**src/design/xild_pkg.sv**
```systemverilog
// Package for the 8086 instruction length decoder: decode state, result
// record, prefix and opcode constants and the per-opcode information table.
// No dependencies.
package xild_pkg;

   localparam int XILD_MAX_PREFIXES = 4;
   localparam int XILD_PREFIX_SLOTS = 4;

   localparam logic [7:0] PFX_ES   = 8'h26;
   localparam logic [7:0] PFX_CS   = 8'h2E;
   localparam logic [7:0] PFX_SS   = 8'h36;
   localparam logic [7:0] PFX_DS   = 8'h3E;
   localparam logic [7:0] PFX_LOCK = 8'hF0;
   localparam logic [7:0] PFX_REPN = 8'hF2;
   localparam logic [7:0] PFX_REP  = 8'hF3;

   localparam logic [7:0] OP_GRP3_B = 8'hF6;
   localparam logic [7:0] OP_GRP3_W = 8'hF7;

   localparam logic [1:0] MOD_NO_DISP = 2'd0;
   localparam logic [1:0] MOD_DISP8   = 2'd1;
   localparam logic [1:0] MOD_DISP16  = 2'd2;
   localparam logic [1:0] MOD_REG     = 2'd3;
   localparam logic [2:0] RM_DIRECT   = 3'd6;

   typedef enum logic [1:0] {
      PH_LEAD,
      PH_MODRM,
      PH_DISP,
      PH_IMM
   } phase_type;

   typedef struct packed {
      phase_type                               phase;
      logic [XILD_PREFIX_SLOTS-1:0][7:0]       prefix_store;
      logic [2:0]                              prefix_total;
      logic [7:0]                              opcode;
      logic [7:0]                              modrm;
      logic                                    modrm_present;
      logic [1:0]                              disp_wanted;
      logic                                    disp_seen;
      logic [15:0]                             displacement;
      logic [2:0]                              imm_wanted;
      logic [1:0]                              imm_seen;
      logic [31:0]                             immediate;
   } state_type;

   typedef struct packed {
      logic [7:0]  opcode_byte;
      logic [31:0] prefix_bytes;
      logic [2:0]  prefix_count;
      logic        modrm_used;
      logic [7:0]  modrm_byte;
      logic [15:0] displacement;
      logic [1:0]  displacement_bytes;
      logic [31:0] immediate;
      logic [2:0]  immediate_bytes;
      logic [3:0]  total_length;
      logic        too_many_prefixes;
   } rsp_type;

   // bit 3: ModR/M follows, bits 2..0: immediate bytes
   localparam logic [3:0] OP_INFO [0:255] = '{
      4'h8, 4'h8, 4'h8, 4'h8, 4'h1, 4'h2, 4'h0, 4'h0,
      4'h8, 4'h8, 4'h8, 4'h8, 4'h1, 4'h2, 4'h0, 4'h0,
      4'h8, 4'h8, 4'h8, 4'h8, 4'h1, 4'h2, 4'h0, 4'h0,
      4'h8, 4'h8, 4'h8, 4'h8, 4'h1, 4'h2, 4'h0, 4'h0,
      4'h8, 4'h8, 4'h8, 4'h8, 4'h1, 4'h2, 4'h0, 4'h0,
      4'h8, 4'h8, 4'h8, 4'h8, 4'h1, 4'h2, 4'h0, 4'h0,
      4'h8, 4'h8, 4'h8, 4'h8, 4'h1, 4'h2, 4'h0, 4'h0,
      4'h8, 4'h8, 4'h8, 4'h8, 4'h1, 4'h2, 4'h0, 4'h0,
      4'h0, 4'h0, 4'h0, 4'h0, 4'h0, 4'h0, 4'h0, 4'h0,
      4'h0, 4'h0, 4'h0, 4'h0, 4'h0, 4'h0, 4'h0, 4'h0,
      4'h0, 4'h0, 4'h0, 4'h0, 4'h0, 4'h0, 4'h0, 4'h0,
      4'h0, 4'h0, 4'h0, 4'h0, 4'h0, 4'h0, 4'h0, 4'h0,
      4'h0, 4'h0, 4'h0, 4'h0, 4'h0, 4'h0, 4'h0, 4'h0,
      4'h0, 4'h0, 4'h0, 4'h0, 4'h0, 4'h0, 4'h0, 4'h0,
      4'h1, 4'h1, 4'h1, 4'h1, 4'h1, 4'h1, 4'h1, 4'h1,
      4'h1, 4'h1, 4'h1, 4'h1, 4'h1, 4'h1, 4'h1, 4'h1,
      4'h9, 4'hA, 4'h9, 4'h9, 4'h8, 4'h8, 4'h8, 4'h8,
      4'h8, 4'h8, 4'h8, 4'h8, 4'h8, 4'h8, 4'h8, 4'h8,
      4'h0, 4'h0, 4'h0, 4'h0, 4'h0, 4'h0, 4'h0, 4'h0,
      4'h0, 4'h0, 4'h4, 4'h0, 4'h0, 4'h0, 4'h0, 4'h0,
      4'h2, 4'h2, 4'h2, 4'h2, 4'h0, 4'h0, 4'h0, 4'h0,
      4'h1, 4'h2, 4'h0, 4'h0, 4'h0, 4'h0, 4'h0, 4'h0,
      4'h1, 4'h1, 4'h1, 4'h1, 4'h1, 4'h1, 4'h1, 4'h1,
      4'h2, 4'h2, 4'h2, 4'h2, 4'h2, 4'h2, 4'h2, 4'h2,
      4'h0, 4'h0, 4'h2, 4'h0, 4'h8, 4'h8, 4'h9, 4'hA,
      4'h0, 4'h0, 4'h2, 4'h0, 4'h0, 4'h1, 4'h0, 4'h0,
      4'h8, 4'h8, 4'h8, 4'h8, 4'h1, 4'h1, 4'h0, 4'h0,
      4'h8, 4'h8, 4'h8, 4'h8, 4'h8, 4'h8, 4'h8, 4'h8,
      4'h1, 4'h1, 4'h1, 4'h1, 4'h1, 4'h1, 4'h1, 4'h1,
      4'h2, 4'h2, 4'h4, 4'h1, 4'h0, 4'h0, 4'h0, 4'h0,
      4'h0, 4'h0, 4'h0, 4'h0, 4'h0, 4'h0, 4'h8, 4'h8,
      4'h0, 4'h0, 4'h0, 4'h0, 4'h0, 4'h0, 4'h8, 4'h8
   };

   function automatic logic is_prefix(input logic [7:0] b);
      return (b == PFX_ES) || (b == PFX_CS) || (b == PFX_SS) || (b == PFX_DS) ||
             (b == PFX_LOCK) || (b == PFX_REPN) || (b == PFX_REP);
   endfunction

endpackage

```
**src/design/xild_ifs.sv**
```systemverilog
// Channel interfaces of the instruction length decoder: byte request and
// decoded instruction response, valid/ready handshake. No dependencies.
interface xild_req_if;
   logic       valid;
   logic       ready;
   logic [7:0] instruction_byte;

   modport source (output valid, output instruction_byte, input ready);
   modport sink (input valid, input instruction_byte, output ready);
endinterface

interface xild_rsp_if;
   logic        valid;
   logic        ready;
   logic [7:0]  opcode_byte;
   logic [31:0] prefix_bytes;
   logic [2:0]  prefix_count;
   logic        modrm_used;
   logic [7:0]  modrm_byte;
   logic [15:0] displacement;
   logic [1:0]  displacement_bytes;
   logic [31:0] immediate;
   logic [2:0]  immediate_bytes;
   logic [3:0]  total_length;
   logic        too_many_prefixes;

   modport source (
      output valid, input ready,
      output opcode_byte, output prefix_bytes, output prefix_count,
      output modrm_used, output modrm_byte, output displacement,
      output displacement_bytes, output immediate, output immediate_bytes,
      output total_length, output too_many_prefixes
   );
   modport sink (
      input valid, output ready,
      input opcode_byte, input prefix_bytes, input prefix_count,
      input modrm_used, input modrm_byte, input displacement,
      input displacement_bytes, input immediate, input immediate_bytes,
      input total_length, input too_many_prefixes
   );
endinterface

```
**src/design/xild_step.sv**
```systemverilog
// Combinational decode step: current state and one byte give next state and,
// when the byte ends an instruction, the result record. Uses xild_pkg.
module xild_step
   import xild_pkg::*;
#(
   parameter int MAX_PREFIXES = XILD_MAX_PREFIXES
) (
   input  state_type  state,
   input  logic [7:0] byte_in,
   output state_type  state_next,
   output logic       emit,
   output rsp_type    result
);

   logic [3:0] info;
   logic [1:0] modrm_mod;
   logic [2:0] modrm_reg;
   logic [2:0] modrm_rm;
   logic [1:0] disp_count;
   logic [2:0] imm_count;
   logic       err;
   state_type  work;

   assign info      = OP_INFO[state.phase == PH_LEAD ? byte_in : state.opcode];
   assign modrm_mod = byte_in[7:6];
   assign modrm_reg = byte_in[5:3];
   assign modrm_rm  = byte_in[2:0];
   assign disp_count = {1'b0, state.disp_seen} + 2'd1;
   assign imm_count  = {1'b0, state.imm_seen} + 3'd1;

   always_comb begin
      work = state;
      emit = 1'b0;
      err  = 1'b0;
      case (state.phase)
         PH_LEAD: begin
            if (is_prefix(byte_in)) begin
               if (state.prefix_total >= 3'(MAX_PREFIXES)) begin
                  emit = 1'b1;
                  err  = 1'b1;
               end else begin
                  work.prefix_store[state.prefix_total[1:0]] = byte_in;
                  work.prefix_total = state.prefix_total + 3'd1;
               end
            end else begin
               work.opcode = byte_in;
               if (info[3]) begin
                  work.phase = PH_MODRM;
               end else begin
                  work.imm_wanted = info[2:0];
                  if (info[2:0] != 3'd0) work.phase = PH_IMM;
                  else emit = 1'b1;
               end
            end
         end
         PH_MODRM: begin
            work.modrm = byte_in;
            work.modrm_present = 1'b1;
            case (modrm_mod)
               MOD_NO_DISP: work.disp_wanted = (modrm_rm == RM_DIRECT) ? 2'd2 : 2'd0;
               MOD_DISP8:   work.disp_wanted = 2'd1;
               MOD_DISP16:  work.disp_wanted = 2'd2;
               default:     work.disp_wanted = 2'd0;
            endcase
            if (state.opcode == OP_GRP3_B)
               work.imm_wanted = (modrm_reg == 3'd0) ? 3'd1 : 3'd0;
            else if (state.opcode == OP_GRP3_W)
               work.imm_wanted = (modrm_reg == 3'd0) ? 3'd2 : 3'd0;
            else
               work.imm_wanted = info[2:0];
            if (work.disp_wanted != 2'd0) work.phase = PH_DISP;
            else if (work.imm_wanted != 3'd0) work.phase = PH_IMM;
            else emit = 1'b1;
         end
         PH_DISP: begin
            if (state.disp_seen) work.displacement[15:8] = state.displacement[15:8] | byte_in;
            else work.displacement[7:0] = state.displacement[7:0] | byte_in;
            work.disp_seen = disp_count[0];
            if (disp_count >= state.disp_wanted) begin
               if (state.imm_wanted != 3'd0) work.phase = PH_IMM;
               else emit = 1'b1;
            end
         end
         default: begin
            work.immediate[{state.imm_seen, 3'b000} +: 8] =
               state.immediate[{state.imm_seen, 3'b000} +: 8] | byte_in;
            work.imm_seen = imm_count[1:0];
            if (imm_count >= state.imm_wanted) emit = 1'b1;
         end
      endcase
   end

   always_comb begin
      result.prefix_bytes       = work.prefix_store;
      result.prefix_count       = work.prefix_total;
      result.too_many_prefixes  = err;
      result.opcode_byte        = err ? 8'd0 : work.opcode;
      result.modrm_used         = err ? 1'b0 : work.modrm_present;
      result.modrm_byte         = err ? 8'd0 : work.modrm;
      result.displacement       = err ? 16'd0 : work.displacement;
      result.displacement_bytes = err ? 2'd0 : work.disp_wanted;
      result.immediate          = err ? 32'd0 : work.immediate;
      result.immediate_bytes    = err ? 3'd0 : work.imm_wanted;
      result.total_length       = err ? 4'd0 :
         {1'b0, work.prefix_total} + 4'd1 + {3'b000, work.modrm_present} +
         {2'b00, work.disp_wanted} + {1'b0, work.imm_wanted};
   end

   assign state_next = emit ? state_type'('0) : work;

endmodule

```
**src/design/x86_16_instruction_length_decoder_unit.sv**
```systemverilog
// Top level of the 8086 instruction length decoder: input register, decode
// step, result register. Uses xild_pkg, xild_ifs and xild_step.
//
//   channel   dir  payload                       handshake
//   req_bus   in   instruction_byte              valid/ready
//   rsp_bus   out  decoded instruction record    valid/ready
//
// One byte per cycle while the response is not stalled. Accepted bytes are held
// in the input register; each result is registered before it is offered.
// The decode state advances in one pass of xild_step per byte.
// Reset clears the decode state and both valid flags.
// A stalled response holds the decode stage; one further byte waits in the
// input register, then req_bus.ready drops.
module x86_16_instruction_length_decoder_unit
   import xild_pkg::*;
#(
   parameter int MAX_PREFIXES = XILD_MAX_PREFIXES
) (
   input  logic       clock,
   input  logic       reset,
   xild_req_if.sink   req_bus,
   xild_rsp_if.source rsp_bus
);

   logic       in_valid_ff;
   logic       in_valid_in;
   logic [7:0] in_byte_ff;
   state_type  state_ff;
   state_type  state_next;
   logic       out_valid_ff;
   logic       out_valid_in;
   rsp_type    out_ff;
   rsp_type    result;
   logic       emit;
   logic       advance;

   xild_step #(.MAX_PREFIXES(MAX_PREFIXES)) u_step (
      .state      (state_ff),
      .byte_in    (in_byte_ff),
      .state_next (state_next),
      .emit       (emit),
      .result     (result)
   );

   assign advance       = in_valid_ff && (!out_valid_ff || rsp_bus.ready);
   assign req_bus.ready = !in_valid_ff || advance;
   assign in_valid_in   = (req_bus.valid && req_bus.ready) || (in_valid_ff && !advance);
   assign out_valid_in  = (advance && emit) || (out_valid_ff && !rsp_bus.ready);

   always_ff @(posedge clock) begin
      if (reset) begin
         in_valid_ff  <= 1'b0;
         out_valid_ff <= 1'b0;
         state_ff     <= '0;
      end else begin
         in_valid_ff  <= in_valid_in;
         out_valid_ff <= out_valid_in;
         if (advance) state_ff <= state_next;
      end
   end

   always_ff @(posedge clock) begin
      if (req_bus.valid && req_bus.ready) in_byte_ff <= req_bus.instruction_byte;
      if (advance && emit) out_ff <= result;
   end

   assign rsp_bus.valid              = out_valid_ff;
   assign rsp_bus.opcode_byte        = out_ff.opcode_byte;
   assign rsp_bus.prefix_bytes       = out_ff.prefix_bytes;
   assign rsp_bus.prefix_count       = out_ff.prefix_count;
   assign rsp_bus.modrm_used         = out_ff.modrm_used;
   assign rsp_bus.modrm_byte         = out_ff.modrm_byte;
   assign rsp_bus.displacement       = out_ff.displacement;
   assign rsp_bus.displacement_bytes = out_ff.displacement_bytes;
   assign rsp_bus.immediate          = out_ff.immediate;
   assign rsp_bus.immediate_bytes    = out_ff.immediate_bytes;
   assign rsp_bus.total_length       = out_ff.total_length;
   assign rsp_bus.too_many_prefixes  = out_ff.too_many_prefixes;

endmodule

```
**src/flat_wrapper.sv**
```systemverilog
// flat-port wrapper written by rule: the top's interface ports become plain ports
module x86_16_instruction_length_decoder_unit_flat import xild_pkg::*;
#(
   parameter int MAX_PREFIXES = XILD_MAX_PREFIXES
)
  (clock, reset, req_bus_valid, req_bus_instruction_byte, req_bus_ready, rsp_bus_valid, rsp_bus_ready, rsp_bus_opcode_byte, rsp_bus_prefix_bytes, rsp_bus_prefix_count, rsp_bus_modrm_used, rsp_bus_modrm_byte, rsp_bus_displacement, rsp_bus_displacement_bytes, rsp_bus_immediate, rsp_bus_immediate_bytes, rsp_bus_total_length, rsp_bus_too_many_prefixes);
  xild_req_if req_bus_i ();
  xild_rsp_if rsp_bus_i ();
  input  logic clock;
  input  logic reset;
  input wire logic [$bits(req_bus_i.valid)-1:0] req_bus_valid;
  input wire logic [$bits(req_bus_i.instruction_byte)-1:0] req_bus_instruction_byte;
  output wire logic [$bits(req_bus_i.ready)-1:0] req_bus_ready;
  output wire logic [$bits(rsp_bus_i.valid)-1:0] rsp_bus_valid;
  input wire logic [$bits(rsp_bus_i.ready)-1:0] rsp_bus_ready;
  output wire logic [$bits(rsp_bus_i.opcode_byte)-1:0] rsp_bus_opcode_byte;
  output wire logic [$bits(rsp_bus_i.prefix_bytes)-1:0] rsp_bus_prefix_bytes;
  output wire logic [$bits(rsp_bus_i.prefix_count)-1:0] rsp_bus_prefix_count;
  output wire logic [$bits(rsp_bus_i.modrm_used)-1:0] rsp_bus_modrm_used;
  output wire logic [$bits(rsp_bus_i.modrm_byte)-1:0] rsp_bus_modrm_byte;
  output wire logic [$bits(rsp_bus_i.displacement)-1:0] rsp_bus_displacement;
  output wire logic [$bits(rsp_bus_i.displacement_bytes)-1:0] rsp_bus_displacement_bytes;
  output wire logic [$bits(rsp_bus_i.immediate)-1:0] rsp_bus_immediate;
  output wire logic [$bits(rsp_bus_i.immediate_bytes)-1:0] rsp_bus_immediate_bytes;
  output wire logic [$bits(rsp_bus_i.total_length)-1:0] rsp_bus_total_length;
  output wire logic [$bits(rsp_bus_i.too_many_prefixes)-1:0] rsp_bus_too_many_prefixes;
  assign req_bus_i.valid = req_bus_valid;
  assign req_bus_i.instruction_byte = req_bus_instruction_byte;
  assign req_bus_ready = req_bus_i.ready;
  assign rsp_bus_valid = rsp_bus_i.valid;
  assign rsp_bus_i.ready = rsp_bus_ready;
  assign rsp_bus_opcode_byte = rsp_bus_i.opcode_byte;
  assign rsp_bus_prefix_bytes = rsp_bus_i.prefix_bytes;
  assign rsp_bus_prefix_count = rsp_bus_i.prefix_count;
  assign rsp_bus_modrm_used = rsp_bus_i.modrm_used;
  assign rsp_bus_modrm_byte = rsp_bus_i.modrm_byte;
  assign rsp_bus_displacement = rsp_bus_i.displacement;
  assign rsp_bus_displacement_bytes = rsp_bus_i.displacement_bytes;
  assign rsp_bus_immediate = rsp_bus_i.immediate;
  assign rsp_bus_immediate_bytes = rsp_bus_i.immediate_bytes;
  assign rsp_bus_total_length = rsp_bus_i.total_length;
  assign rsp_bus_too_many_prefixes = rsp_bus_i.too_many_prefixes;
  x86_16_instruction_length_decoder_unit #(.MAX_PREFIXES(MAX_PREFIXES)) u_core (.clock(clock), .reset(reset), .req_bus(req_bus_i), .rsp_bus(rsp_bus_i));
endmodule
```
**config.mk**
```make
export PLATFORM = sky130hd
export DESIGN_NAME = x86_16_instruction_length_decoder_unit_flat
export DESIGN_NICKNAME = d
export VERILOG_FILES = /design/src/design/xild_pkg.sv /design/src/design/xild_ifs.sv /design/src/design/xild_step.sv /design/src/design/x86_16_instruction_length_decoder_unit.sv /design/src/flat_wrapper.sv
export SDC_FILE = /design/constraint.sdc
export NUM_CORES = 1
export LEC_CHECK = 0
export ABC_AREA = 1
export BUFFER_PORTS_ARGS = -buffer_cell sky130_fd_sc_hd__buf_2
export CAP_MARGIN = 20
export CORE_ASPECT_RATIO = 1.75
export CORE_MARGIN = 2
export CORE_UTILIZATION = 40
export CTS_CLUSTER_SIZE = 8
export DETAILED_ROUTE_END_ITERATION = 8
export PLACE_DENSITY = 0.66
export SYNTH_ARGS = -nofsm -noshare
export SYNTH_HDL_FRONTEND = slang
export SYNTH_SLANG_ARGS = --single-unit
```
**constraint.sdc**
```tcl
create_clock -name clock -period 9 [get_ports clock]
set_clock_uncertainty 0.2 [all_clocks]
set_input_delay 0.45 -clock clock [delete_from_list [all_inputs] [get_ports clock]]
set_output_delay 0.45 -clock clock [all_outputs]
set_load 0.005 [all_outputs]
```
# Word level (Yosys, flattened, before mapping)
# Memory sizes are Yosys's and may differ from the RTL's.
# Index checks and enable logic that the tools add are counted.
# word_totals
in_bits	12
output_inout_bits	112
register_bits	230
word_cells	152
n_memories	1
romBits	1024
# op_classes
reduce_logical	33
n_eq_ne	20
n_shift	3
muxes	48
addsub	8
magnitude_cmp	6
bitwise	4
# mem_list
name	words	width	read_ports	rd_ports_with_merged_regs	write_ports	line	source
(name not given)	256	4	1	0	0	xild_step.sv:24	assign info = OP_INFO[state.phase == PH_LEAD ? byte_in : state.opcode];
# op_table
cell	count
110-bit two-way mux	1
35-bit two-way mux	2
32-bit bitwise mux	2
43-bit two-way mux	1
8-bit equality test, second input constant	5
8-bit two-way mux	5
34-bit two-way mux	1
8-bit by 6-bit equality test with 1-bit output, second input constant	4
8-bit by 7-bit variable shift with 32-bit output, first input constant	1
32-bit by 6-bit variable part select with 8-bit output	1
8-bit by 7-bit variable part select with 32-bit output	1
8-bit OR	3
2-bit two-way mux	10
17-bit two-way mux	1
8-bit demux with 2-bit select	1
3-bit two-way mux	5
1-bit two-way mux	12
2-bit one-hot mux with 3 select lines	2
11-bit two-way mux	1
1-bit logical OR	10
9-bit >= comparator, second input constant	1
3-bit by 2-bit != test with 1-bit output, second input constant	3
8-bit inverter with 9-bit output	1
3-bit nonzero test	3
other kinds (31)	45

# Depth between registers and ports, before layout
# Gate-level depths: netlist of the first run.
# logic_depth
ltp_word	15
mapped_depth	27
mapped_depth_nobuf	25

# Cells and area by module
# From an unflattened synthesis of the first run, not the netlist that was laid out.
# hier_totals
hier_cells	1697
area_unflattened_um2	13026.2
# by_module_without_submodules
mod	seq_area_each_um2	cells_per_inst	instances	area_per_inst_um2
x86_16_instruction_length_decoder_unit	5785.5	856	1	8575.7
xild_step	0.0	841	1	4450.5

# Least setup slack after synthesis of the first run
# No wires, ideal clock.
# synth_path
kind	register to register
start	register u_core.state_ff[32] in the netlist's numbering
end	register u_core.out_ff (netlist bit u_core.rsp_bus.displacement[0]), enable pin
slack_ns	3.819
path_buffers	2
period_less_slack_ns	5.181
setup_ns	0.463
arrival_ns	4.518
stages_incl_launch_ff	10
required_time_ns	8.337
cell_sequence	dfxtp_1 > clkbuf_1 > clkinv_1 > clkbuf_1 > ha_1 > ha_1 > nand2_1 > o2111ai_1 > nand3_2 > inv_1
# synth_between
elab_chain_len	5
# synth_lines
element	line	source
start, declared	x86_16_instruction_length_decoder_unit.sv:28	state_type state_ff;
start signal, assigned	x86_16_instruction_length_decoder_unit.sv:58	if (advance) state_ff <= state_next;
2-bit by 1-bit adder with 3-bit output	xild_step.sv:29	assign imm_count = {1'b0, state.imm_seen} + 3'd1;
3-bit >= comparator	xild_step.sv:88	if (imm_count >= state.imm_wanted) emit = 1'b1;
1-bit two-way mux	xild_step.sv:88	
1-bit one-hot mux with 3 select lines	xild_step.sv:35	case (state.phase)
1-bit logical AND	x86_16_instruction_length_decoder_unit.sv:64	if (advance && emit) out_ff <= result;
end signal, assigned	x86_16_instruction_length_decoder_unit.sv:64	
end, declared	x86_16_instruction_length_decoder_unit.sv:32	rsp_type out_ff;
# No other way between the ends.
# A chain may end at the register's enable or synchronous reset.

# Worst setup path in the final report of the first run
# layout_path
start	register u_core.state_ff[32] in the netlist's numbering
end	register u_core.out_ff (netlist bit u_core.rsp_bus.prefix_bytes[31]), enable pin
# The elaborated chain is that of the path after synthesis.

==> qor.yml, run 1 <==
antenna_cells: 0
min_period_ns: 5.26
design_area_sq_um: 13000
antenna_found_initial: 0
min_period_over_period_pct: 58.4
worstPathBufferInverterCount: 3
htreeDepth: 2
cp.required_ns: 8.92
fp.dieH_microns: 224
worst_slew_pin_slew_ns: 1.05
most-common-layout-cells: "269 x nand2_1, 169 x inv_1, 122 x buf_2, 118 x edfxtp_1, 112 x dfxtp_1"
grt_pass1_wl_mm: 46.3
clkTransAtPathRegs_ns: 0.05
netlist_area_sq_um: 11000
core_area_sq_um: 27200
cpMostUsedCell: "ha_1"
drt_iter0_drc: 638
final-setup-viol-count: 0
hold_class: "primary input to flop"
hold_violations: 0
synth_edf_count: 118
synthesis.instances: 1287
io_pins: 124
maxSlewHeadroom_pct: 30.0
worstPathCellList: "clkinv_1 -> ha_1 -> ha_1 -> nand2_1 -> o2111ai_1 -> nand3_2 -> inv_4 -> buf_4"
fp-row-count: 80
critPathSlowestCell: "dfxtp_1"
cp-start-kind: "flop"
drtAntennaViolNets: 0
cts_num_sinks: 230
cp_top_family: "buffers and inverters"
synth_cell_types: 46
hold_ws_ns: 0.0802
cts_tree: "yes"
syn_nets: 1326
yosysWarningCount: 0
insertion_delay_ns: 0.51
initial_core_util_pct: 40.6
tns_ns: 0
grt_overflow: 0
ir_worst_vdd_v: 0.000124
cp-end-kind: "flop"
place_area_sq_um: 11900
async_flop_share_pct: 0
p_leak_nw: 5.27
dr.pass1.iters: 5
synth_seq_cells: 230
grt_pass1_vias: 8792
dieArea_sq_um: 29000
cp.arrival_ns: 5.18
grt_max_degree: 93
dpl.hpwl_mm: 20.1
crit_fanout: 58
dieWidth_microns: 130
wl_per_cell_microns: 16.6
setup_ws_ns: 3.74
cpPeakStageDelay_ns: 1.01
syn_avg_cell_area_sq_um: 8.59
cts_buffer_depth: 3
routed_via_density: 5.12
ys_seq_area_share_pct: 52.4
tritoncts.num_buffers: 34
critical_path_class: "flop to flop"
final_common_cell: "nand2_1"
yosysTopAreaCell: "edfxtp_1"
cts_resized: 0
routed_wl_mm: 29.8
drive_above_1_share_pct: 17.3
rsz0062_at_grt: "no"
drv_slew: 0
p_per_area_nw_per_um2: 256
grt_usage_pct: 20.5
syn_to_final_growth_pct: 17.6
root_buffer: "clkbuf_16"
final_net_count: 1437
vias: 9175
status: "complete, no violations"
synth_area_leaders: "edfxtp_1 32%, dfxtp_1 20%, nand2_1 9.2%, inv_1 5.8%, a21oi_1 4.8%"
drc_errors: 0
place_congestion: 0.934
synth_ff_type: "edfxtp_1"
io_buffers: 123
dp_slack_ns: 3.82
max_freq_mhz: 190
synth_top_area_share_pct: 32.1
maxCapViolations: 0
-- cells in the mapped netlist (4+ instances only) --
| cell type | n |
|---|---|
| nand2_2 | 9 |
| nand4_1 | 10 |
| or2_2 | 6 |
| buf_1 | 8 |
| o22ai_1 | 17 |
| a211oi_1 | 9 |
| nand2_1 | 270 |
| edfxtp_1 | 118 |
| buf_2 | 16 |
| nand3_2 | 23 |
| nand3_1 | 95 |
| o32ai_1 | 8 |
| o21ai_1 | 17 |
| a21oi_2 | 20 |
| a22o_1 | 7 |
| nor2_1 | 94 |
| ha_1 | 24 |
| nor2_2 | 4 |
| inv_1 | 171 |
| o21ai_0 | 53 |
| a21oi_1 | 106 |
| dfxtp_1 | 112 |
| clkbuf_1 | 35 |
| clkinv_1 | 5 |
| nor3_1 | 11 |
-- path summary, 6_finish.rpt --
kind	from	to	slack, ns	cells after the start
worst min-delay path	rsp_bus_ready	u_core.in_valid_ff$_SDFF_PP0_	0.08	4
worst min register to register	u_core.state_ff[97]$_SDFFE_PP0P_	u_core.state_ff[97]$_SDFFE_PP0P_	0.26	2
worst max register to register	u_core.state_ff[32]$_SDFFE_PP0P_	u_core.rsp_bus.prefix_bytes[31]$_DFFE_PP_	3.74	8
worst max-delay path	u_core.state_ff[32]$_SDFFE_PP0P_	u_core.rsp_bus.prefix_bytes[31]$_DFFE_PP_	3.74	8
-- cell families after synthesis --
| logic type | Yosys count | share of synthesized area (%) |
|---|---|---|
| compound gates | 248 | 13.2 |
| xor+xnor | 3 | 0.238 |
| fa+ha+maj | 27 | 3.26 |
| buf+inv | 247 | 9.17 |
| flops | 230 | 52.4 |
| simple gates | 532 | 21.8 |
-- power breakdown --
group	total [mW]	leakage [nW]	internal, mW	switching, mW
Clock	1.18	0.471	0.731	0.446
Sequential	1.28	2.01	1.24	0.0409
Combinational	0.872	2.79	0.260	0.611
Total	3.33	5.27	2.23	1.10
-- metrics by stage --
stage	util, %	power (mW)	std cells
after CTS	47.5	3.33	1790
after global routing	47.7	3.51	1792
after global placement	43.6	2.13	1720
final	47.7	3.33	1792
after floorplan	-	1.95	1287
after detailed placement	43.6	2.14	1720
-- flip-flops by register name, summed over array words and instances, names as in the netlist, 4 cells and up --
signal                       flops
u_core.in_byte_ff                8
u_core.state_ff                110
u_core.rsp_bus.modrm_byte        8
u_core.rsp_bus.total_length      4
u_core.rsp_bus.prefix_bytes     32
u_core.rsp_bus.opcode_byte       8
u_core.rsp_bus.immediate        32
u_core.rsp_bus.displacement     16
-- per-layer routing --
metal	track usage, %	vias to the layer above	wire, microns
li1	-	4485	-
met1	22.7	4336	11200
met2	37.4	270	15800
met3	2.77	84	1260
met4	10.6	0	1560
met5	0	-	0
-- worst min-delay path, delay by kind of cell --
| family | cells | cell delay, ns |
|---|---|---|
| buffers and inverters | 2 | 0.11 |
| and+or+nand+nor | 1 | 0.10 |
| AOI/OAI and AO/OA | 1 | 0.07 |
-- timing repair --
action,in CTS,in global routing
endpoints found under the hold margin,9,0
hold buffers,9,0
buffers inserted,0,0
-- layout make-up --
type / instances / area [sq um]
Fill cell: 2748 / 14200
Sequential cell: 230 / 5790
Multi-Input combinational cell: 810 / 4250
Clock buffer: 60 / 980
Timing Repair Buffer: 142 / 823
Inverter: 180 / 681
Tap cell: 369 / 462
Clock inverter: 1 / 8.76
No activity file was read; power rests on OpenSTA's default activity.
==> inputs of run 2 (changes only) <==
- PLACE_DENSITY: 0.66 -> 0.68
- clock period: 9 -> 4.75 ns (I/O delays scaled with it)
==> run 2 against run 1 <==
Effect of this change:
- critical endpoint is now u_core.rsp_bus.total_length[1]$_SDFFCE_PP0P_
- largest cell class unchanged
- critical path type unchanged
- clock power grew 89%
- combinational power grew 96%
- hold slack gained 0.17 ns
==> qor.yml, run 2 (synthesis results as in run 1) <==
status: "complete, no violations"  # unchanged
drt_iter0_drc: 662  # was 638
initial_core_util_pct: 40.6  # unchanged
maxSlewHeadroom_pct: 29.6  # was 30.0%
drv_slew: 0  # unchanged
drtAntennaViolNets: 0  # unchanged
drive_above_1_share_pct: 18.1  # was 17.3%
most-common-layout-cells: "269 x nand2_1, 169 x inv_1, 122 x buf_2, 118 x edfxtp_1, 112 x dfxtp_1"  # unchanged
grt_max_degree: 96  # was 93
max_freq_mhz: 231  # was 190 MHz
dr.pass1.iters: 6  # was 5
min_period_ns: 4.32  # was 5.26 ns
cp.arrival_ns: 4.51  # was 5.18 ns
insertion_delay_ns: 0.51  # about the same
r2r_start: "u_core.state_ff[108]$_SDFFE_PP0P_"  # was u_core.state_ff[32]$_SDFFE_PP0P_
maxCapViolations: 0  # unchanged
hold_path_startpoint: "req_bus_instruction_byte[5]"  # was rsp_bus_ready
antenna_cells: 0  # unchanged
cp-start-kind: "flop"  # unchanged
vias: 9218  # was 9175
antenna_found_initial: 0  # unchanged
final_common_cell: "nand2_1"  # unchanged
crit_fanout: 10  # was 58
worst_slew_pin_slew_ns: 1.06  # was 1.05 ns
syn_to_final_growth_pct: 18.7  # was 17.6%
hold_violations: 0  # unchanged
grt_pass1_wl_mm: 48.2  # was 46.3 mm
dpl.hpwl_mm: 21.4  # was 20.1 mm
htreeDepth: 2  # unchanged
cts_tree: "yes"  # unchanged
routed_wl_mm: 30.6  # was 29.8 mm
dieWidth_microns: 130  # unchanged
routed_via_density: 5.10  # was 5.12
io_buffers: 123  # unchanged
p_leak_nw: 5.34  # was 5.27 nW
p_per_area_nw_per_um2: 485  # was 256 nW/um^2
drc_errors: 0  # unchanged
place_area_sq_um: 12000  # was 11900 sq um
cts_num_sinks: 230  # unchanged
final_net_count: 1454  # was 1437
startpoint: "u_core.state_ff[108]$_SDFFE_PP0P_"  # was u_core.state_ff[32]$_SDFFE_PP0P_
tns_ns: 0  # unchanged
top_register: "u_core.state_ff"  # unchanged
hold_class: "primary input to flop"  # unchanged
root_buffer: "clkbuf_16"  # unchanged
design_area_sq_um: 13100  # was 13000 sq um
dp_slack_ns: 0.430  # was 3.82 ns
fp.dieH_microns: 224  # unchanged
critical_path_class: "flop to flop"  # unchanged
tritoncts.num_buffers: 34  # unchanged
grt_overflow: 0  # unchanged
rsz0062_at_grt: "no"  # unchanged
rrSetupSlack_ns: 0.43  # was 3.74 ns
fp-row-count: 80  # unchanged
setup_ws_ns: 0.425  # was 3.74 ns
final-setup-viol-count: 0  # unchanged
largest_reg_flops: 110  # unchanged
dieArea_sq_um: 29000  # unchanged
wl_per_cell_microns: 16.9  # was 16.6 microns
min_period_over_period_pct: 91.0  # was 58.4%
ir_worst_vdd_v: 0.000365  # was 0.000124 V
grt_pass1_vias: 8920  # was 8792
grt_usage_pct: 21.3  # was 20.5%
cp.required_ns: 4.93  # was 8.92 ns
core_area_sq_um: 27200  # unchanged
io_pins: 124  # unchanged
clkTransAtPathRegs_ns: 0.05  # about the same
place_congestion: 0.885  # was 0.934
cts_buffer_depth: 3  # unchanged
cp-end-kind: "flop"  # unchanged
-- run 2: layer usage --
metal	wire [microns]	track usage, %
met1	11600	23.6
met2	16200	38.4
met3	1120	2.82
met4	1670	12.3
met5	0	0
-- run 2: worst max-delay path: stages (launching register included) --
cell and delay, ns:
dfxtp_1 0.40, inv_1 0.09, ha_1 0.37, buf_4 0.25
nand2_1 0.07, nand2_1 0.17, nor2_1 0.25, nand3_1 0.09
nand2_1 0.07, nand2_1 0.05, nand2_1 0.05, nand3_1 0.09
nand2_1 0.09, nand2_1 0.10, a21oi_1 0.14, o21ai_0 0.09
nand3_1 0.09, inv_1 0.06, ha_1 0.29, fa_1 0.41
fa_1 0.43, or2_2 0.30, inv_1 0.05
-- run 2: worst paths after layout --
path,to,cells past startpoint
worst max-delay path,u_core.rsp_bus.total_length[1]$_SDFFCE_PP0P_,22
worst min-delay path,u_core.in_byte_ff[5]$_DFFE_PP_,2
worst max register to register,u_core.rsp_bus.total_length[1]$_SDFFCE_PP0P_,22
worst min register to register,u_core.state_ff[91]$_SDFFE_PP0P_,2
-- run 2: what timing repair did --
| action | CTS | global route |
|---|---|---|
| endpoints found under the hold margin | 39 | 0 |
| buffers inserted | 0 | 0 |
| setup endpoints to repair | 0 | 0 |
| hold buffers | 12 | 0 |
| resized for setup | 0 | 0 |
-- run 2: report_power, final --
| part | internal [mW] | total (mW) | switching (mW) |
|---|---|---|---|
| sequential | 2.35 | 2.42 | 0.0718 |
| combinational | 0.512 | 1.71 | 1.19 |
| clock | 1.36 | 2.23 | 0.868 |
-- run 2: per-stage QoR --
| step | utilization, % | std cells | total power, mW | hold WS [ns] |
|---|---|---|---|---|
| after floorplan | - | 1287 | 3.68 | 0.136 |
| after global placement | 44.1 | 1736 | 4.16 | 0.217 |
| after detailed placement | 44.1 | 1736 | 4.17 | 0.218 |
| after CTS | 48.2 | 1809 | 6.43 | 0.221 |
| after global routing | 48.2 | 1809 | 6.69 | 0.248 |
| final | 48.2 | 1809 | 6.35 | 0.251 |
-- run 2: cell type report --
type | instances | area [sq um]
clock inverter | 3 | 33.8
multi-input combinational | 810 | 4250
clock buffer | 58 | 951
timing repair buffer | 159 | 943
fill | 2730 | 14100
tap | 369 | 462
sequential | 230 | 5790
inverter | 180 | 682
==> inputs of run 3 (changes only) <==
- SYNTH_HIERARCHICAL: default -> 1
==> run 3 against run 2 <==
Effect of this change:
- wire length grew 24%
- cell area grew 13%
- global-route usage grew 0.66 points
- setup slack gained 0.34 ns
- critical endpoint is now u_core/rsp_bus.total_length[2]$_DFFE_PP_
- register-to-register slack gained 0.34 ns
- clock power is essentially flat
- sequential cell count is the same
- largest cell class unchanged
- critical path type unchanged
==> qor.yml, run 3 <==
async_flop_share_pct: 0  # unchanged
grtUsageMet2_pct: 39.4  # was 38.4%
synth_cell_types: 37  # was 46
fp.dieH_microns: 243  # was 224 microns
io_buffers: 123  # unchanged
dpl.hpwl_mm: 24.3  # was 21.4 mm
wl_per_cell_microns: 17.3  # was 16.9 microns
insertion_delay_ns: 0.52  # was 0.51 ns
hold_violations: 0  # unchanged
rrSetupSlack_ns: 0.77  # was 0.43 ns
cts_num_sinks: 230  # unchanged
busiest_layer: "met2"  # unchanged
synthesis.instances: 1697  # was 1287
vias: 11500  # was 9218
antenna_cells: 0  # unchanged
place_congestion: 0.896  # was 0.885
io_pins: 124  # unchanged
syn_nets: 1731  # was 1326
maxSlewHeadroom_pct: 35.0  # was 29.6%
top_register: "u_core/state_ff"  # was u_core.state_ff
dp.cells: 2120  # was 1736
syn_avg_cell_area_sq_um: 7.68  # was 8.59 sq um
tns_ns: 0  # unchanged
max_freq_mhz: 251  # was 231 MHz
dieArea_sq_um: 34100  # was 29000 sq um
whs_endpoint: "u_core/in_byte_ff[1]$_DFFE_PP_"  # was u_core.in_byte_ff[5]$_DFFE_PP_
drt_iter0_drc: 949  # was 662
yosys-top-cells-count: "251 x nand2_1, 250 x inv_1, 234 x nor2_1"  # was 270 x nand2_1, 171 x inv_1, 118 x edfxtp_1
grt_overflow: 0  # unchanged
syn_to_final_growth_pct: 13.5  # was 18.7%
final-setup-viol-count: 0  # unchanged
cp-start-kind: "flop"  # unchanged
dieWidth_microns: 140  # was 130 microns
core_area_sq_um: 32100  # was 27200 sq um
grt_usage_pct: 22.0  # was 21.3%
cts_hold_buf: 10  # was 12
initial_core_util_pct: 40.6  # about the same
maxCapViolations: 0  # unchanged
final_common_cell: "nand2_1"  # unchanged
most-common-layout-cells: "250 x nand2_1, 248 x inv_1, 233 x nor2_1, 159 x a21oi_1, 137 x nand3_1"  # was 269 x nand2_1, 169 x inv_1, 122 x buf_2, 118 x edfxtp_1, 112 x dfxtp_1
clkTransAtPathRegs_ns: 0.06  # was 0.05 ns
yosysMostFrequentCell: "nand2_1"  # unchanged
crit_fanout: 11  # was 10
grt_max_degree: 122  # was 96
p_per_area_nw_per_um2: 424  # was 485 nW/um^2
fillCellCount: 3169  # was 2730
drive_above_1_share_pct: 17.5  # was 18.1%
routed_via_density: 5.26  # was 5.10
drv_slew: 0  # unchanged
cp.required_ns: 4.79  # was 4.93 ns
multi_input_area_sq_um: 5600  # was 4250 sq um
synth_top_area_share_pct: 27.2  # was 32.1%
seqCellArea_sq_um: 5790  # about the same
netlist_area_sq_um: 13000  # was 11000 sq um
yosysWarningCount: 6  # was 0
synth_ff_type: "edfxtp_1"  # unchanged
htreeDepth: 2  # unchanged
post_cts_buffers: 0  # unchanged
cts_resized: 0  # unchanged
ys_seq_area_share_pct: 44.4  # was 52.4%
root_buffer: "clkbuf_16"  # unchanged
drtAntennaViolNets: 0  # unchanged
status: "complete, no violations"  # unchanged
ir_worst_vdd_v: 0.000418  # was 0.000365 V
hold_class: "primary input to flop"  # unchanged
cts_buffer_depth: 3  # unchanged
synth_area_leaders: "edfxtp_1 27%, dfxtp_1 17%, nand2_1 7.2%, inv_1 7.2%, a21oi_2 6.8%"  # was edfxtp_1 32%, dfxtp_1 20%, nand2_1 9.2%, inv_1 5.8%, a21oi_1 4.8%
use_met1_pct: 25.4  # was 23.6%
fin_cells: 2192  # was 1809
routed_wl_mm: 37.9  # was 30.6 mm
grt_pass1_vias: 11200  # was 8920
final_net_count: 1802  # was 1454
cts_tree: "yes"  # unchanged
min_period_over_period_pct: 83.8  # was 91.0%
tritoncts.num_buffers: 34  # unchanged
critical_path_class: "flop to flop"  # unchanged
min_period_ns: 3.98  # was 4.32 ns
rsz0062_at_grt: "no"  # unchanged
timing.rr.end: "u_core/rsp_bus.total_length[2]$_DFFE_PP_"  # was u_core.rsp_bus.total_length[1]$_SDFFCE_PP0P_
worst_slew_pin_slew_ns: 0.975  # was 1.06 ns
antenna_found_initial: 0  # unchanged
p_leak_nw: 6.27  # was 5.34 nW
fp-row-count: 87  # was 80
largest_reg_flops: 110  # unchanged
dr.pass1.iters: 5  # was 6
hold_depth: 3  # was 2
cp.arrival_ns: 4.01  # was 4.51 ns
yosysTopAreaCell: "edfxtp_1"  # unchanged
drc_errors: 0  # unchanged
rr_worst_depth: 18  # was 22
hold_path_startpoint: "req_bus_valid"  # was req_bus_instruction_byte[5]
cp-end-kind: "flop"  # unchanged
synth_seq_cells: 230  # unchanged
r2r_start: "u_core/state_ff[109]$_SDFFE_PP0P_"  # was u_core.state_ff[108]$_SDFFE_PP0P_
grt_pass1_wl_mm: 60.1  # was 48.2 mm
synth_edf_count: 118  # unchanged
met3_usage_pct: 2.60  # was 2.82%
==> run 3: cells by family (layout without fill, tap and decap cells) <==
family                     count (synthesis)  in the layout  share of synthesized area (%)
and+or+nand+nor                          670            670                           21.5
AOI/OAI and AO/OA                        395            395                           18.7
buffers and inverters                    376            471                           12.9
DFF                                      230            230                           44.4
adders and majority gates                 22             22                           2.29
xor gates and xnor gates                   4              4                          0.269
==> run 3: area by class of cell <==
type / count / area share [%]
repair buffers: 153 / 6.38
inverters: 258 / 6.56
clock inverters: 1 / 0.0592
well taps: 400 / 3.38
flip-flops and latches: 230 / 39.1
multi-input cells: 1091 / 37.9
clock buffers: 59 / 6.60
==> run 3: report_power, final <==
group	internal (mW)	switching [mW]	total, mW
clock	1.38	0.876	2.26
combinational	0.511	1.08	1.59
sequential	2.32	0.0955	2.42
total	4.22	2.05	6.27
==> run 3: worst max-delay path by stage <==
| stage | startpoint | end | slack [ns] | depth (start not counted) |
|---|---|---|---|---|
| 2_1_floorplan | u_core/state_ff[32]$_SDFFE_PP0P_ | u_core/rsp_bus.displacement[0]$_DFFE_PP_ | 0.06 | 12 |
| 3_3_place_gp | u_core/state_ff[109]$_SDFFE_PP0P_ | u_core/rsp_bus.total_length[2]$_DFFE_PP_ | 0.84 | 18 |
| 3_5_place_dp | u_core/state_ff[109]$_SDFFE_PP0P_ | u_core/rsp_bus.total_length[2]$_DFFE_PP_ | 0.84 | 18 |
| 4_1_cts | u_core/state_ff[109]$_SDFFE_PP0P_ | u_core/rsp_bus.total_length[2]$_DFFE_PP_ | 0.81 | 18 |
| 5_1_grt | u_core/state_ff[109]$_SDFFE_PP0P_ | u_core/rsp_bus.total_length[2]$_DFFE_PP_ | 0.43 | 20 |
| 6_report | u_core/state_ff[109]$_SDFFE_PP0P_ | u_core/rsp_bus.total_length[2]$_DFFE_PP_ | 0.77 | 18 |
==> run 3: worst max-delay path: stages, from the launching register on <==
cell     delay (ns)
dfxtp_1        0.65
inv_2          0.12
nand2_2        0.19
nand2_1        0.08
nand2_1        0.17
nand2_1        0.16
a21oi_1        0.21
o21ai_1        0.11
nand3_1        0.16
nand2_1        0.06
o21ai_0        0.08
nand2_1        0.07
nand3_1        0.14
inv_1          0.07
fa_1           0.51
inv_1          0.07
fa_1           0.43
xor2_1         0.16
nor2_1         0.06
==> run 3: through the flow <==
| step | cell area [sq um] | power (mW) | setup WS, ns | hold WS (ns) | util, % |
|---|---|---|---|---|---|
| 3_5_place_dp | 13600 | 4.03 | 0.841 | 0.220 | 42.5 |
| 6_report | 14800 | 6.27 | 0.770 | 0.130 | 46.1 |
| 3_3_place_gp | 13600 | 4.00 | 0.840 | 0.217 | 42.5 |
| 4_1_cts | 14700 | 6.32 | 0.813 | 0.112 | 45.9 |
| 2_1_floorplan | 13000 | 3.67 | 0.0623 | 0.107 | - |
| 5_1_grt | 14800 | 6.61 | 0.428 | 0.136 | 46.1 |
==> run 3: metal layers <==
| metal | wire length (microns) | share of wire (%) |
|---|---|---|
| met1 | 15000 | 40 |
| met2 | 19500 | 51 |
| met3 | 1480 | 3.9 |
| met4 | 1980 | 5.2 |
| met5 | 0 | 0 |
